### config.mk
export PLATFORM = sky130hd
export DESIGN_NAME = frame_validator_crc16_crc32_flat
export DESIGN_NICKNAME = d
export VERILOG_FILES = /design/src/hdl/fvc_pkg.sv /design/src/hdl/fvc_rx_if.sv /design/src/hdl/fvc_res_if.sv /design/src/hdl/fvc_front.sv /design/src/hdl/fvc_queue.sv /design/src/hdl/fvc_back.sv /design/src/hdl/frame_validator_crc16_crc32.sv /design/src/flat_wrapper.sv
export SDC_FILE = /design/constraint.sdc
export NUM_CORES = 1
export LEC_CHECK = 0
export BUFFER_PORTS_ARGS = -buffer_cell sky130_fd_sc_hd__buf_2
export CAP_MARGIN = 25
export CELL_PAD_IN_SITES_DETAIL_PLACEMENT = 1
export CELL_PAD_IN_SITES_GLOBAL_PLACEMENT = 1
export CORE_ASPECT_RATIO = 0.5
export CORE_MARGIN = 2
export CORE_UTILIZATION = 45
export DETAILED_ROUTE_END_ITERATION = 12
export PLACE_DENSITY_LB_ADDON = 0.15
export SETUP_SLACK_MARGIN = 0.3
export SLEW_MARGIN = 30
export SYNTH_ARGS = -nofsm -noshare
export SYNTH_HDL_FRONTEND = slang
export SYNTH_HIERARCHICAL = 1
export SYNTH_SLANG_ARGS = --single-unit
### constraint.sdc
create_clock -name clk -period 4 [get_ports clk]
set_input_delay 0.4 -clock clk [delete_from_list [all_inputs] [get_ports clk]]
set_output_delay 0.4 -clock clk [all_outputs]
set_load 0.02 [all_outputs]
### src/hdl/fvc_pkg.sv
// ----------------------------------------------------------------------------
// Frame validator package
// Shared constants, codes, the queue entry type and the byte-wide CRC
// update functions of the frame validator.
// ----------------------------------------------------------------------------
package fvc_pkg;

	// Frame layout and limits.
	localparam logic [7:0]  SYNC_FIRST    = 8'h7E;
	localparam logic [7:0]  SYNC_SECOND   = 8'h81;
	localparam logic [15:0] MAX_LEN_RESET = 16'd1400;
	localparam int          CNT_W         = 17;
	localparam logic [CNT_W-1:0] CNT_MAX  = '1;
	localparam logic [CNT_W-1:0] HDR_BYTES = 17'd20;
	localparam logic [CNT_W-1:0] MIN_BYTES = 17'd24;
	localparam logic [15:0] CRC16_POLY    = 16'h1021;
	localparam logic [31:0] CRC32_POLY    = 32'h04C11DB7;

	// Operation codes that the front end attaches to each byte.
	localparam logic [2:0] OP_NONE = 3'd0;
	localparam logic [2:0] OP_HDR  = 3'd1;
	localparam logic [2:0] OP_SEQ  = 3'd2;
	localparam logic [2:0] OP_HCRC = 3'd3;
	localparam logic [2:0] OP_PAY  = 3'd4;
	localparam logic [2:0] OP_TRL  = 3'd5;

	// Status codes of a result.
	localparam logic [2:0] ST_OK       = 3'd0;
	localparam logic [2:0] ST_SHORT    = 3'd1;
	localparam logic [2:0] ST_BAD_SYNC = 3'd2;
	localparam logic [2:0] ST_HDR_CRC  = 3'd3;
	localparam logic [2:0] ST_TOO_BIG  = 3'd4;
	localparam logic [2:0] ST_PAY_CRC  = 3'd5;

	// One classified byte as it travels from the front end to the back end.
	typedef struct packed {
		logic [7:0] data;
		logic [2:0] op;
		logic       sync_bad;
		logic       last;
		logic       short_hdr;
		logic       short_len;
		logic       too_big;
	} fvc_item_t;

	// CRC-16/CCITT-FALSE update by one byte.
	function automatic logic [15:0] crc16_byte(input logic [15:0] crc, input logic [7:0] b);
		logic [15:0] c;
		c = crc ^ {b, 8'h00};
		for (int k = 0; k < 8; k++) begin
			c = c[15] ? ({c[14:0], 1'b0} ^ CRC16_POLY) : {c[14:0], 1'b0};
		end
		return c;
	endfunction

	// CRC-32/MPEG-2 update by one byte.
	function automatic logic [31:0] crc32_byte(input logic [31:0] crc, input logic [7:0] b);
		logic [31:0] c;
		c = crc ^ {b, 24'h000000};
		for (int k = 0; k < 8; k++) begin
			c = c[31] ? ({c[30:0], 1'b0} ^ CRC32_POLY) : {c[30:0], 1'b0};
		end
		return c;
	endfunction

endpackage

### src/hdl/fvc_rx_if.sv
// ----------------------------------------------------------------------------
// Frame validator byte channel
// Valid/ready channel that carries one received byte and its last mark.
// ----------------------------------------------------------------------------
interface fvc_rx_if;
	logic       valid;
	logic       ready;
	logic [7:0] data_byte;
	logic       last_byte;

	modport source (output valid, output data_byte, output last_byte, input ready);
	modport sink   (input valid, input data_byte, input last_byte, output ready);
endinterface

### src/hdl/fvc_res_if.sv
// ----------------------------------------------------------------------------
// Frame validator result channel
// Valid/ready channel that carries the status and header fields of a frame.
// ----------------------------------------------------------------------------
interface fvc_res_if;
	logic        valid;
	logic        ready;
	logic [2:0]  status;
	logic [7:0]  channel;
	logic [7:0]  msg_type;
	logic [15:0] payload_len;
	logic [31:0] seq_number;
	logic [31:0] rig_ident;

	modport source (output valid, output status, output channel, output msg_type,
		output payload_len, output seq_number, output rig_ident, input ready);
	modport sink   (input valid, input status, input channel, input msg_type,
		input payload_len, input seq_number, input rig_ident, output ready);
endinterface

### src/hdl/fvc_front.sv
// ----------------------------------------------------------------------------
// Frame validator front end
// Accepts bytes, tracks the byte position and payload length, and tags each
// byte with the operation that the back end must perform on it.
// ----------------------------------------------------------------------------
module fvc_front (
	input  logic              clk,
	input  logic              arst_n,
	fvc_rx_if.sink            rx,
	input  logic [15:0]       max_len,
	output fvc_pkg::fvc_item_t item,
	output logic              item_valid,
	input  logic              item_ready
);
	import fvc_pkg::*;

	logic [CNT_W-1:0] cnt_q;
	logic [15:0]      plen_q;
	logic [CNT_W-1:0] cnt_nx;
	logic [CNT_W-1:0] pay_pos;
	logic [CNT_W:0]   trl_end;
	logic [CNT_W:0]   min_len;
	logic             accept;

	assign rx.ready   = item_ready;
	assign item_valid = rx.valid;
	assign accept     = rx.valid && item_ready;

	// Count after this byte, saturating.
	assign cnt_nx  = (cnt_q == CNT_MAX) ? cnt_q : cnt_q + 17'd1;
	assign pay_pos = cnt_q - HDR_BYTES;
	assign trl_end = {2'b00, plen_q} + 18'd4;
	assign min_len = {1'b0, MIN_BYTES} + {2'b00, plen_q};

	// Classify the byte by its position in the frame.
	always_comb begin
		item.data      = rx.data_byte;
		item.last      = rx.last_byte;
		item.sync_bad  = ((cnt_q == 17'd0) && (rx.data_byte != SYNC_FIRST)) ||
			((cnt_q == 17'd1) && (rx.data_byte != SYNC_SECOND));
		item.short_hdr = cnt_nx < MIN_BYTES;
		item.short_len = {1'b0, cnt_nx} < min_len;
		item.too_big   = plen_q > max_len;
		item.op        = OP_NONE;
		if (cnt_q < 17'd8) begin
			item.op = OP_HDR;
		end else if (cnt_q < 17'd16) begin
			item.op = OP_SEQ;
		end else if (cnt_q < 17'd18) begin
			item.op = OP_HCRC;
		end else if ((cnt_q >= HDR_BYTES) && (cnt_q != CNT_MAX)) begin
			if (pay_pos < {1'b0, plen_q}) begin
				item.op = OP_PAY;
			end else if ({1'b0, pay_pos} < trl_end) begin
				item.op = OP_TRL;
			end
		end
	end

	// Position counter and payload length capture; both clear at the last byte.
	always_ff @(posedge clk or negedge arst_n) begin
		if (!arst_n) begin
			cnt_q  <= '0;
			plen_q <= '0;
		end else if (accept) begin
			if (rx.last_byte) begin
				cnt_q  <= '0;
				plen_q <= '0;
			end else begin
				cnt_q <= cnt_nx;
				if (cnt_q == 17'd4) begin
					plen_q[15:8] <= rx.data_byte;
				end
				if (cnt_q == 17'd5) begin
					plen_q[7:0] <= rx.data_byte;
				end
			end
		end
	end

endmodule

### src/hdl/fvc_queue.sv
// ----------------------------------------------------------------------------
// Frame validator queue
// Short first-in first-out queue of classified bytes between the front end
// and the back end.
// ----------------------------------------------------------------------------
module fvc_queue #(
	parameter int DEPTH = 2
) (
	input  logic               clk,
	input  logic               arst_n,
	input  fvc_pkg::fvc_item_t push_item,
	input  logic               push_valid,
	output logic               push_ready,
	output fvc_pkg::fvc_item_t pop_item,
	output logic               pop_valid,
	input  logic               pop_ready
);
	import fvc_pkg::*;

	localparam int PTR_W = (DEPTH > 1) ? $clog2(DEPTH) : 1;
	localparam int CNT_QW = $clog2(DEPTH + 1);

	fvc_item_t         entry_q [DEPTH];
	logic [PTR_W-1:0]  wr_ptr_q;
	logic [PTR_W-1:0]  rd_ptr_q;
	logic [CNT_QW-1:0] count_q;
	logic              push;
	logic              pop;

	assign push_ready = count_q != CNT_QW'(DEPTH);
	assign pop_valid  = count_q != '0;
	assign pop_item   = entry_q[rd_ptr_q];
	assign push       = push_valid && push_ready;
	assign pop        = pop_valid && pop_ready;

	// Entry storage.
	always_ff @(posedge clk) begin
		if (push) begin
			entry_q[wr_ptr_q] <= push_item;
		end
	end

	// Pointers and fill count.
	always_ff @(posedge clk or negedge arst_n) begin
		if (!arst_n) begin
			wr_ptr_q <= '0;
			rd_ptr_q <= '0;
			count_q  <= '0;
		end else begin
			if (push) begin
				wr_ptr_q <= (wr_ptr_q == PTR_W'(DEPTH - 1)) ? '0 : wr_ptr_q + 1'b1;
			end
			if (pop) begin
				rd_ptr_q <= (rd_ptr_q == PTR_W'(DEPTH - 1)) ? '0 : rd_ptr_q + 1'b1;
			end
			if (push && !pop) begin
				count_q <= count_q + 1'b1;
			end else if (pop && !push) begin
				count_q <= count_q - 1'b1;
			end
		end
	end

endmodule

### src/hdl/fvc_back.sv
// ----------------------------------------------------------------------------
// Frame validator back end
// Runs the header and payload CRCs, collects the header fields and, at the
// last byte of a frame, registers the status and fields for the result.
// ----------------------------------------------------------------------------
module fvc_back (
	input  logic               clk,
	input  logic               arst_n,
	input  fvc_pkg::fvc_item_t item,
	input  logic               item_valid,
	output logic               item_ready,
	fvc_res_if.source          res
);
	import fvc_pkg::*;

	logic        sync_ok_q;
	logic [63:0] hdr_q;
	logic [63:0] seq_rig_q;
	logic [15:0] hcrc_rx_q;
	logic [15:0] hcrc_q;
	logic [31:0] pcrc_q;
	logic [31:0] trl_q;
	logic        res_valid_q;
	logic [2:0]  status_q;
	logic [7:0]  channel_q;
	logic [7:0]  msg_type_q;
	logic [15:0] plen_q;
	logic [31:0] seq_q;
	logic [31:0] rig_q;
	logic [31:0] trl_nx;
	logic [2:0]  status_nx;
	logic        pop;

	// A last byte waits until the result register is free.
	assign item_ready = !item.last || !res_valid_q || res.ready;
	assign pop        = item_valid && item_ready;

	assign res.valid       = res_valid_q;
	assign res.status      = status_q;
	assign res.channel     = channel_q;
	assign res.msg_type    = msg_type_q;
	assign res.payload_len = plen_q;
	assign res.seq_number  = seq_q;
	assign res.rig_ident   = rig_q;

	// The last byte may itself complete the trailer word.
	assign trl_nx = (item.op == OP_TRL) ? {trl_q[23:0], item.data} : trl_q;

	// Checks in priority order.
	always_comb begin
		if (item.short_hdr) begin
			status_nx = ST_SHORT;
		end else if (!sync_ok_q) begin
			status_nx = ST_BAD_SYNC;
		end else if (hcrc_q != hcrc_rx_q) begin
			status_nx = ST_HDR_CRC;
		end else if (item.too_big) begin
			status_nx = ST_TOO_BIG;
		end else if (item.short_len) begin
			status_nx = ST_SHORT;
		end else if (pcrc_q != trl_nx) begin
			status_nx = ST_PAY_CRC;
		end else begin
			status_nx = ST_OK;
		end
	end

	// Frame state: updated per byte, cleared after the last byte.
	always_ff @(posedge clk or negedge arst_n) begin
		if (!arst_n) begin
			sync_ok_q <= 1'b1;
			hdr_q     <= '0;
			seq_rig_q <= '0;
			hcrc_rx_q <= '0;
			hcrc_q    <= 16'hFFFF;
			pcrc_q    <= 32'hFFFFFFFF;
			trl_q     <= '0;
		end else if (pop) begin
			if (item.last) begin
				sync_ok_q <= 1'b1;
				hdr_q     <= '0;
				seq_rig_q <= '0;
				hcrc_rx_q <= '0;
				hcrc_q    <= 16'hFFFF;
				pcrc_q    <= 32'hFFFFFFFF;
				trl_q     <= '0;
			end else begin
				case (item.op)
					OP_HDR: begin
						hcrc_q <= crc16_byte(hcrc_q, item.data);
						hdr_q  <= {hdr_q[55:0], item.data};
						if (item.sync_bad) begin
							sync_ok_q <= 1'b0;
						end
					end
					OP_SEQ:  seq_rig_q <= {seq_rig_q[55:0], item.data};
					OP_HCRC: hcrc_rx_q <= {hcrc_rx_q[7:0], item.data};
					OP_PAY:  pcrc_q <= crc32_byte(pcrc_q, item.data);
					OP_TRL:  trl_q <= trl_nx;
					default: ;
				endcase
			end
		end
	end

	// Result valid flag.
	always_ff @(posedge clk or negedge arst_n) begin
		if (!arst_n) begin
			res_valid_q <= 1'b0;
		end else if (pop && item.last) begin
			res_valid_q <= 1'b1;
		end else if (res.ready) begin
			res_valid_q <= 1'b0;
		end
	end

	// Result payload; a frame under the minimum size reports zero fields.
	always_ff @(posedge clk) begin
		if (pop && item.last) begin
			status_q <= status_nx;
			if (item.short_hdr) begin
				channel_q  <= '0;
				msg_type_q <= '0;
				plen_q     <= '0;
				seq_q      <= '0;
				rig_q      <= '0;
			end else begin
				channel_q  <= hdr_q[47:40];
				msg_type_q <= hdr_q[39:32];
				plen_q     <= hdr_q[31:16];
				seq_q      <= seq_rig_q[63:32];
				rig_q      <= seq_rig_q[31:0];
			end
		end
	end

endmodule

### src/hdl/frame_validator_crc16_crc32.sv
// A last byte passes through the queue, and the back end registers its result when it pops that byte.
// Throughput: one byte per cycle; the byte after a last byte waits only while the
// previous result is still held by a stalled result channel and the queue is full.
// The queue between the front and back ends holds QUEUE_DEPTH bytes.
// Reset clears all frame state and sets the payload limit to 1400.
// ----------------------------------------------------------------------------
// Frame validator top level
// Checks sync bytes, header CRC-16, payload length and payload CRC-32 of a
// byte stream and reports one status per frame.
// ----------------------------------------------------------------------------
module frame_validator_crc16_crc32 #(
	parameter int QUEUE_DEPTH = 2
) (
	input  logic        clk,
	input  logic        arst_n,
	fvc_rx_if.sink      rx,
	fvc_res_if.source   res,
	input  logic        cfg_we,
	input  logic [15:0] cfg_wdata
);
	import fvc_pkg::*;

	logic [15:0] max_len_q;
	fvc_item_t   f_item;
	logic        f_valid;
	logic        f_ready;
	fvc_item_t   b_item;
	logic        b_valid;
	logic        b_ready;

	// Payload length limit register.
	always_ff @(posedge clk or negedge arst_n) begin
		if (!arst_n) begin
			max_len_q <= MAX_LEN_RESET;
		end else if (cfg_we) begin
			max_len_q <= cfg_wdata;
		end
	end

	// Front end: position tracking and byte classification.
	fvc_front u_front (
		.clk        (clk),
		.arst_n     (arst_n),
		.rx         (rx),
		.max_len    (max_len_q),
		.item       (f_item),
		.item_valid (f_valid),
		.item_ready (f_ready)
	);

	// Queue between the two ends.
	fvc_queue #(
		.DEPTH (QUEUE_DEPTH)
	) u_queue (
		.clk        (clk),
		.arst_n     (arst_n),
		.push_item  (f_item),
		.push_valid (f_valid),
		.push_ready (f_ready),
		.pop_item   (b_item),
		.pop_valid  (b_valid),
		.pop_ready  (b_ready)
	);

	// Back end: CRCs, field capture and result register.
	fvc_back u_back (
		.clk        (clk),
		.arst_n     (arst_n),
		.item       (b_item),
		.item_valid (b_valid),
		.item_ready (b_ready),
		.res        (res)
	);

endmodule

### src/flat_wrapper.sv
// flat-port wrapper written by rule: the top's interface ports become plain ports
module frame_validator_crc16_crc32_flat import fvc_pkg::*;
#(
	parameter int QUEUE_DEPTH = 2
)
  (clk, arst_n, cfg_we, cfg_wdata, rx_valid, rx_data_byte, rx_last_byte, rx_ready, res_valid, res_status, res_channel, res_msg_type, res_payload_len, res_seq_number, res_rig_ident, res_ready);
  fvc_rx_if rx_i ();
  fvc_res_if res_i ();
  input  logic clk;
  input  logic arst_n;
  input  logic cfg_we;
  input  logic [15:0] cfg_wdata;
  input wire logic [$bits(rx_i.valid)-1:0] rx_valid;
  input wire logic [$bits(rx_i.data_byte)-1:0] rx_data_byte;
  input wire logic [$bits(rx_i.last_byte)-1:0] rx_last_byte;
  output wire logic [$bits(rx_i.ready)-1:0] rx_ready;
  output wire logic [$bits(res_i.valid)-1:0] res_valid;
  output wire logic [$bits(res_i.status)-1:0] res_status;
  output wire logic [$bits(res_i.channel)-1:0] res_channel;
  output wire logic [$bits(res_i.msg_type)-1:0] res_msg_type;
  output wire logic [$bits(res_i.payload_len)-1:0] res_payload_len;
  output wire logic [$bits(res_i.seq_number)-1:0] res_seq_number;
  output wire logic [$bits(res_i.rig_ident)-1:0] res_rig_ident;
  input wire logic [$bits(res_i.ready)-1:0] res_ready;
  assign rx_i.valid = rx_valid;
  assign rx_i.data_byte = rx_data_byte;
  assign rx_i.last_byte = rx_last_byte;
  assign rx_ready = rx_i.ready;
  assign res_valid = res_i.valid;
  assign res_status = res_i.status;
  assign res_channel = res_i.channel;
  assign res_msg_type = res_i.msg_type;
  assign res_payload_len = res_i.payload_len;
  assign res_seq_number = res_i.seq_number;
  assign res_rig_ident = res_i.rig_ident;
  assign res_i.ready = res_ready;
  frame_validator_crc16_crc32 #(.QUEUE_DEPTH(QUEUE_DEPTH)) u_core (.clk(clk), .arst_n(arst_n), .rx(rx_i), .res(res_i), .cfg_we(cfg_we), .cfg_wdata(cfg_wdata));
endmodule
* Yosys cells after proc, flatten, opt, wreduce, memory -nomap -nowiden *
Memory sizes are Yosys's and may differ from the RTL's.
Cells that the tools add are included.

storage, ports and cells
  register bits after elaboration = 362
  word-level logic and storage cells = 166
  bits of input ports = 30
  output and inout bits = 101
  memories kept = 1
  memory bits (writable) = 32

operators by class
  mux-type cells = 56
  order comparisons = 9
  reductions and logical operators = 36
  add/sub/neg operators = 8
  equal/unequal tests = 15
  bitwise logic cells = 19

memories
  memory                  words  width  read ports  clocked after Yosys merged registers in  wr ports  RTL line         text
  u_core.u_queue.entry_q  2      16     1           0                                        1         fvc_queue.sv:23  fvc_item_t entry_q [DEPTH];

operators with widths
  cell                                                                                  number
  27-bit 2-to-1 mux                                                                     8
  32-bit 2-to-1 mux                                                                     5
  64-bit 2-to-1 mux                                                                     2
  14-bit inverter                                                                       8
  13-bit 2-to-1 mux                                                                     8
  48-bit 2-to-1 mux                                                                     2
  16-bit 2-to-1 mux                                                                     5
  17-bit by 5-bit less-than comparator with 1-bit output, second input constant         3
  17-bit by 3-bit equality test with 1-bit output, second input constant                2
  17-bit less-than comparator                                                           2
  17-bit 2-to-1 mux                                                                     2
  32-bit inequality test                                                                1
  32-bit bitwise XOR                                                                    1
  3-bit 2-to-1 mux                                                                      9
  3-bit inverter                                                                        8
  2-bit nonzero test                                                                    11
  16-bit by 3-bit adder with 17-bit output, second input constant                       1
  17-bit by 1-bit adder with 17-bit output, second input constant                       1
  5-bit by 16-bit adder with 17-bit output, first input constant                        1
  17-bit by 1-bit equality test with 1-bit output, second input constant                1
  17-bit equality test, second input constant                                           1
  17-bit by 5-bit greater-or-equal comparator with 1-bit output, second input constant  1
  17-bit logical NOT                                                                    1
  17-bit by 16-bit less-than comparator with 1-bit output                               1
  25 further kinds                                                                      58

* Depth between registers and ports, before layout *
Gate-level depths: netlist of run 1.
An unclocked memory read counts as a cell.

  depth after elaboration = 20
  mapped depth = 14
  depth with buffers taken out = 13

* Hierarchy *
The synthesis of run 1 kept the hierarchy.

modules (own cells, without submodules)
  module                       seq. area each (µm²)  area an instance (µm²)  cells an instance  instances
  fvc_back                     8289.2                13731.9                 1153               1
  fvc_front                    825.8                 4355.4                  532                1
  fvc_queue                    1061.0                1402.6                  68                 1
  frame_validator_crc16_crc32  407.9                 656.9                   34                 1

* Worst setup path after synthesis of run 1 *
Ideal clock, no wire load.

  kind = register to register
  start point = register u_core.u_queue.rd_ptr_q
  end point = register u_core.u_back.hdr_q[10]
  path buffers = 2
  cell stages (with the launch flop) = 10
  path slack = -0.047 ns
  data required time = 3.879 ns
  setup time = 0.121 ns
  period minus slack after synthesis = 4.047 ns
  data arrival time = 3.926 ns
  cell sequence = dfrtp_1 buf_6 mux2_2 nand3b_1 and2_1 nand2_1 inv_1 nor2_1 clkbuf_1 a22o_1

RTL lines
  element                   RTL line         text
  start: declaration        fvc_queue.sv:25  logic [PTR_W-1:0] rd_ptr_q;
  start signal: assignment  fvc_queue.sv:54  rd_ptr_q <= (rd_ptr_q == PTR_W'(DEPTH - 1)) ? '0 : rd_ptr_q + 1'b1;
  end signal: assignment    fvc_back.sv:91   hdr_q <= {hdr_q[55:0], item.data};
  end: declaration          fvc_back.sv:17   logic [63:0] hdr_q;

==> impl_metrics.py, run 1 <==
metrics = {
    "die": {
        "fp.dieH_um": 153.6,
        "dieWidth_um": 303.2,
        "rows": 54,
        "coreArea_mm2": 0.04385,
        "die_area_mm2": 0.04658,
        "pin_count": 131,
        "start_util_pct": 45.95,
    },
    "layout": {
        "area_growth_pct": 12.18,
        "drive_gt1_share_pct": 19.59,
        "design_area_mm2": 0.02260,
        "fillers": 4666,
        "nets": 1986,
        "antenna_cells": 0,
    },
    "global_routing": {
        "antenna_found_initial": 0,
        "grt_use_total_pct": 24.07,
        "grt_overflow_total": 0,
        "grt_pass1_vias": 14920,
        "grt_max_degree": 103,
        "grt_pass1_wl_mm": 87.89,
    },
    "worst_setup_path": {
        "cp-start-kind": "flop",
        "required_ns": 4.29,
        "cp_slowest_cell": "dfrtp_2",
        "critPathTopFamily": "simple AND/OR/NAND/NOR gates",
        "crit_buf_inv": 1,
        "max_stage_delay_ns": 0.44,
        "critPathCaptureType": "flop",
        "crit_chain": "nand4_1 -> or3_1 -> or3_1 -> nor2_1 -> nand3_1 -> xnor2_1 -> ha_1 -> nand4_1 -> a211o_1 -> a41oi_1 -> a2111oi_0 -> buf_4 -> a31o_2",
        "critPathArrivalTime_ns": 3.76,
        "path_class": "flop to flop",
        "cp_max_fo": 8,
    },
    "yosys": {
        "yosys.area_share.simple_pct": 11.76,
        "yosysWarnings": 6,
        "ys_top_cells_by_area": "dfrtp_1, edfxtp_1, dfstp_2",
        "synth_seq_cells": 394,
        "synthesis.nets": 1889,
        "synth.top_cell.area_share_pct": 25.84,
        "yosys.area.top_type": "dfrtp_1",
        "synth_area_mm2": 0.02015,
        "synthArstFlopShare_pct": 66.75,
        "synth_mux_area_share_pct": 4.639,
        "yosysMostFrequentCell": "dfrtp_1",
        "synth-main-ff-cell": "dfrtp_1",
        "synth_sequential_area_ratio_pct": 52.53,
        "avgSynthCellArea_um2": 11.27,
        "synth_top_family_by_area": "compound AO/OA/AOI/OAI gates",
        "synth_compound_area_share_pct": 14.09,
        "synth_xor_xnor_area_share_pct": 8.210,
        "synthAdderAreaFrac_pct": 4.471,
        "synth_common_cells": "dfrtp_1, edfxtp_1, xnor2_1",
        "synth_edf_count": 131,
        "synth_cells": 1787,
        "synthDistinctLibCells": 83,
    },
    "timing": {
        "setup_slack_ns": 0.5268,
        "setup_tns_ns": 0,
        "post-route-period-util_pct": 86.83,
        "finalHoldViolCount": 0,
        "rsz0062_at_grt": "false",
        "min_period_ns": 3.473,
        "timing.slew.headroom_pct": 40.58,
        "slew_violations": 0,
        "setup_viol": 0,
        "clock_skew_ns": 0.01594,
        "worstMarginPinSlew_ns": 0.8912,
        "fmax_mhz": 287.9,
    },
    "power": {
        "p_per_area_mw_per_mm2": 805.0,
        "p_total_mw": 18.19,
        "leakagePower_nw": 9.334,
        "max-vdd-ir-drop_mv": 0.4401,
    },
    "placement": {
        "routabilityCongestion": 0.9077,
        "placed_area_mm2": 0.02133,
        "io_buffers": 130,
        "dp_hpwl_mm": 38.91,
        "pre_cts_ws_ns": 0.1516,
    },
    "detailed_routing": {
        "wl_per_cell_um": 22.32,
        "drtAntennaViolNets": 0,
        "wirelength_mm": 55.83,
        "drt_iter0_markers": 734,
        "drtPass1Iterations": 4,
        "viasPerCell": 5.657,
        "routed-via-count": 14160,
        "remaining_drc_errors": 0,
    },
    "clocking": {
        "cts_buffers": 38,
        "cts-root-buf": "clkbuf_16",
        "cts_tree": "yes",
        "clock-sinks": 394,
        "cts_buffer_depth": 3,
        "clk-insertion-delay-late_ns": 0.55,
        "clk_pin_slew_worst_paths_ns": 0.06,
        "cts_max_level": 2,
    },
    "job": {
        "cap_viol_max_count": 0,
    },
    "outcome": {
        "status": "finished clean",
    },
    "hold_path": {
        "holdCritPathClass": "input port to flop",
    },
}
cells in the final DEF, fill, tap and decap left out, types with 9 or more instances in the layout:
cell type,count
a22o_1,103
nor4_1,10
mux2_2,30
nand4_1,19
nor2_1,99
buf_4,31
o22ai_1,36
xnor2_1,118
nand3_1,22
nand2_1,115
a22oi_1,28
clkbuf_16,39
nor2b_1,112
buf_2,129
edfxtp_1,131
dfstp_2,55
mux2i_1,30
o21ai_0,82
xor2_1,45
clkbuf_1,18
a21o_1,9
mux2_4,20
nor3_1,19
inv_1,80
a21oi_1,79
ha_1,72
dfrtp_1,202
metrics by stage:
| stage | cells | utilization, % | hold WS [ns] |
|---|---|---|---|
| after global routing | 2502 | 51.54 | 0.06748 |
| after CTS | 2498 | 51.38 | 0.06124 |
| after global placement | 2426 | 48.60 | 0.4580 |
| after floorplan | 1787 | - | 0.1044 |
| after detailed placement | 2427 | 48.64 | 0.4683 |
| final | 2502 | 51.54 | 0.09141 |
power breakdown:
part           internal, mW  switching [mW]
Combinational          3.19            5.04
Sequential             5.47           0.949
Clock                  1.95            1.58
Total                  10.6            7.57
state kept, by name, indices dropped and copies added (netlist names), 17 cells and up:
| name | count |
|---|---|
| u_core/u_back/res.seq_number | 32 |
| u_core/u_back/trl_q | 32 |
| u_core/u_back/res.rig_ident | 32 |
| u_core/u_back/pcrc_q | 32 |
| u_core/u_back/seq_rig_q | 64 |
| u_core/u_queue/entry_q | 32 |
| u_core/u_back/hdr_q | 48 |
| u_core/u_front/cnt_q | 17 |
per-layer routing:
layer	GRT usage, %	vias to the layer above	routed length (µm)
li1	-	6561	-
met1	34.01	7290	26390
met2	39.46	225	26460
met3	3.222	79	1800
met4	5.536	0	1184
met5	0	-	0
timing repair:
item / in CTS / in global routing
setup buffers: 0 / 4
resized for setup: 1 / 11
hold endpoints to repair: 86 / 0
endpoints found under the setup margin: 2 / 8
cloned: 0 / 0
hold buffers: 1 / 0
pin swaps: 0 / 1
cells by family after synthesis:
family                   after synthesis
buffers and inverters                192
AND/OR/NAND/NOR                      458
XOR/XNOR                             176
multiplexers                          80
adder cells (fa/ha/maj)               72
flip-flops                           394
AO/OA/AOI/OAI                        415
final cells by class:
type,count,area [µm²],share of cell area (%)
Sequential cell,394,10590,46.86
Multi-Input combinational cell,1201,8770,38.80
Clock buffer,60,1085,4.800
Timing Repair Buffer,167,1003,4.440
Tap cell,588,735.7,3.255
Inverter,82,311.5,1.378
Clock inverter,10,105.1,0.4650
worst paths after layout:
| path | startpoint | endpoint | slack, ns | depth (start not counted) |
|---|---|---|---|---|
| setup / recovery | u_core/u_front/plen_q[5] | u_core/u_queue/entry_q[1][5] | 0.53 | 13 |
| hold / removal | cfg_wdata[10] | u_core/max_len_q[10] | 0.09 | 2 |
| setup reg to reg | u_core/u_front/plen_q[5] | u_core/u_queue/entry_q[1][5] | 0.53 | 13 |
| hold reg to reg | u_core/u_back/sync_ok_q | u_core/u_back/sync_ok_q | 0.49 | 2 |
| max in group asynchronous | arst_n | u_core/u_back/seq_rig_q[4] | 2.45 | 3 |
| min in group asynchronous | arst_n | u_core/u_front/plen_q[11] | 0.47 | 2 |
(Power assumes the default switching activity.)
==> run 2: changes to the inputs <==
Settings changed: ABC_AREA from default to 1, CORE_UTILIZATION 45 to 43.
==> impl_metrics.py, run 2 <==
metrics = {
    "yosys": {
        "yosys.area.top_type": "dfrtp_1",
        "synth_cells": 2254,
        "synthDistinctLibCells": 59,
        "synth_edf_count": 131,
        "ys_top_cells_by_area": "dfrtp_1, edfxtp_1, nand2_1",
        "synth_common_cells": "nand2_1, inv_1, dfrtp_1",
        "synthesis.nets": 2356,
        "yosysMostFrequentCell": "nand2_1",
        "synth_seq_cells": 394,
        "synth-main-ff-cell": "dfrtp_1",
        "synth.top_cell.area_share_pct": 25.49,
        "synthArstFlopShare_pct": 66.75,
        "synth_sequential_area_ratio_pct": 51.83,
        "yosysWarnings": 6,
        "avgSynthCellArea_um2": 9.060,
        "synth_area_mm2": 0.02042,
    },
    "die": {
        "die_area_mm2": 0.04936,
        "start_util_pct": 43.57,
        "fp.dieH_um": 158.1,
        "rows": 56,
        "dieWidth_um": 312.2,
        "pin_count": 131,
        "coreArea_mm2": 0.04688,
    },
    "layout": {
        "largest_register": "u_core/u_back/seq_rig_q",
        "reg_top3": "u_core/u_back/seq_rig_q x64, u_core/u_back/hdr_q x48",
        "nets": 2462,
        "design_area_mm2": 0.02297,
        "final_cell_mix": "nand2_1, inv_1, dfrtp_1",
        "antenna_cells": 0,
        "largest_reg_flops": 64,
        "layout_commonest_cell": "nand2_1",
        "area_growth_pct": 12.46,
        "drive_gt1_share_pct": 14.85,
    },
    "detailed_routing": {
        "viasPerCell": 5.182,
        "remaining_drc_errors": 0,
        "wl_per_cell_um": 18.52,
        "routed-via-count": 15690,
        "drtAntennaViolNets": 0,
        "drtPass1Iterations": 4,
        "wirelength_mm": 56.09,
        "drt_iter0_markers": 944,
    },
    "power": {
        "leakagePower_nw": 10.35,
        "p_per_area_mw_per_mm2": 829.6,
        "max-vdd-ir-drop_mv": 0.4415,
    },
    "global_routing": {
        "grt_pass1_vias": 16110,
        "grt_use_total_pct": 22.84,
        "antenna_found_initial": 0,
        "grt_max_degree": 99,
        "grt_overflow_total": 0,
        "grt_pass1_wl_mm": 89.06,
    },
    "timing": {
        "finalHoldViolCount": 0,
        "rsz0062_at_grt": "false",
        "post-route-period-util_pct": 83.10,
        "timing.slew.headroom_pct": 38.92,
        "clock_skew_ns": 0.02328,
        "worstMarginPinSlew_ns": 0.9162,
        "setup_tns_ns": 0,
        "setup_viol": 0,
        "hold_slack_ns": 0.05044,
        "min_period_ns": 3.324,
        "fmax_mhz": 300.8,
        "slew_violations": 0,
    },
    "worst_setup_path": {
        "path_class": "flop to flop",
        "cpMostUsedCell": "nand2_1",
        "max_stage_delay_ns": 0.45,
        "r2r_start": "u_core/u_front/cnt_q[2]",
        "crit_chain": "inv_1 -> ha_1 -> inv_1 -> nand2_1 -> nand2_1 -> nor2_2 -> xor2_1 -> ha_1 -> nand2_1 -> inv_1 -> a21oi_1 -> nand2_1 -> nor2_1 -> nor2_1 -> nand2_1 -> nand3_1 -> nand3_1 -> nand2_1 -> nand2_1 -> nand2_1",
        "required_ns": 4.29,
        "regToRegEndpoint": "u_core/u_queue/entry_q[1][5]",
        "reg2reg_setup_slack_ns": 0.68,
        "cp_slowest_cell": "dfrtp_1",
        "critPathTopFamily": "simple AND/OR/NAND/NOR gates",
        "critPathArrivalTime_ns": 3.61,
        "crit_buf_inv": 3,
        "cp-start-kind": "flop",
        "rr_worst_depth": 20,
        "critPathCaptureType": "flop",
        "cp_max_fo": 7,
    },
    "job": {
        "cap_viol_max_count": 0,
    },
    "clocking": {
        "cts_buffer_depth": 3,
        "clock-sinks": 394,
        "clk-insertion-delay-late_ns": 0.56,
        "cts_buffers": 39,
        "cts_max_level": 2,
        "clk_pin_slew_worst_paths_ns": 0.06,
        "cts_tree": "yes",
        "cts-root-buf": "clkbuf_16",
    },
    "placement": {
        "io_buffers": 130,
        "placed_area_mm2": 0.02168,
        "routabilityCongestion": 0.8708,
        "dp_hpwl_mm": 39.55,
    },
    "hold_path": {
        "holdCritPathClass": "input port to flop",
        "min_delay_worst_endpoint": "u_core/max_len_q[10]",
        "hp-start": "cfg_wdata[10]",
        "whs_path_depth": 3,
    },
    "outcome": {
        "status": "finished clean",
    },
}
==> run 2: worst max path at each step <==
| stage | to | from | cells after the start | slack, ns |
|---|---|---|---|---|
| final | u_core/u_queue/entry_q[1][5] | u_core/u_front/cnt_q[2] | 20 | 0.68 |
| after global routing | u_core/u_queue/entry_q[0][7] | u_core/u_front/cnt_q[2] | 18 | 0.31 |
| after CTS | u_core/u_queue/entry_q[1][7] | u_core/u_front/cnt_q[2] | 18 | 0.55 |
| after detailed placement | u_core/u_queue/entry_q[0][7] | u_core/u_front/cnt_q[2] | 18 | 0.59 |
| after global placement | u_core/u_queue/entry_q[0][7] | u_core/u_front/cnt_q[2] | 18 | 0.81 |
| after floorplan | u_core/u_back/hcrc_rx_q[6] | u_core/u_queue/rd_ptr_q | 14 | 0.41 |
==> run 2: through the flow <==
step,power (mW),setup slack [ns],cells,util (%)
after global placement,15.18,0.8074,2956,46.24
final,19.05,0.6760,3028,48.99
after global routing,20.37,0.3067,3028,48.99
after floorplan,12.63,0.4083,2254,-
after CTS,19.21,0.5536,3028,48.95
after detailed placement,15.40,0.5945,2956,46.24
==> run 2: what timing repair did <==
item,CTS,global route
endpoints found under the hold margin,67,0
hold buffers,1,0
setup endpoints to repair,0,4
setup buffers,0,0
resized for setup,0,3
==> run 2: area by class of cell <==
type | instances | area, µm²
Fill cell | 5518 | 23910
Sequential cell | 394 | 10580
Multi-Input combinational cell | 1406 | 7970
Inverter | 358 | 1360
Clock buffer | 47 | 1057
Timing Repair Buffer | 161 | 996.0
Tap cell | 638 | 798.3
Clock inverter | 24 | 200.2
==> run 2: worst register-to-register path, cell delays in order (launching register included) <==
cell	delay (ns)
dfrtp_1	0.45
inv_1	0.21
ha_1	0.28
inv_1	0.06
nand2_1	0.06
nand2_1	0.14
nor2_2	0.20
xor2_1	0.31
ha_1	0.31
nand2_1	0.10
inv_1	0.05
a21oi_1	0.13
nand2_1	0.07
nor2_1	0.12
nor2_1	0.05
nand2_1	0.07
nand3_1	0.15
nand3_1	0.12
nand2_1	0.05
nand2_1	0.06
nand2_1	0.06
==> run 2: layer usage <==
| layer | vias to the layer above | GRT usage, % | wire length, µm |
|---|---|---|---|
| met5 | - | 0 | 0 |
| li1 | 7561 | - | - |
| met1 | 7767 | 31.19 | 26350 |
| met3 | 73 | 3.275 | 2172 |
| met2 | 290 | 38.50 | 26460 |
| met4 | 0 | 5.723 | 1109 |
==> run 2: cell families (layout without fill, tap and decap cells) <==
| kind of cell | after synthesis | count (layout) | share of synthesized area [%] |
|---|---|---|---|
| and+or+nand+nor | 881 | 881 | 18.72 |
| buffers and inverters | 454 | 590 | 9.325 |
| DFF | 394 | 394 | 51.83 |
| AOI/OAI and AO/OA | 315 | 315 | 9.270 |
| xor gates and xnor gates | 138 | 138 | 6.451 |
| adders and majority gates | 72 | 72 | 4.411 |
==> run 2: power by group <==
group          internal, mW  leakage (nW)  total [mW]  switching, mW
clock                  2.04         0.627        3.70           1.66
combinational          2.90          5.05        9.25           6.35
sequential             5.49          4.67        6.10          0.614
total                  10.4          10.3        19.1           8.62
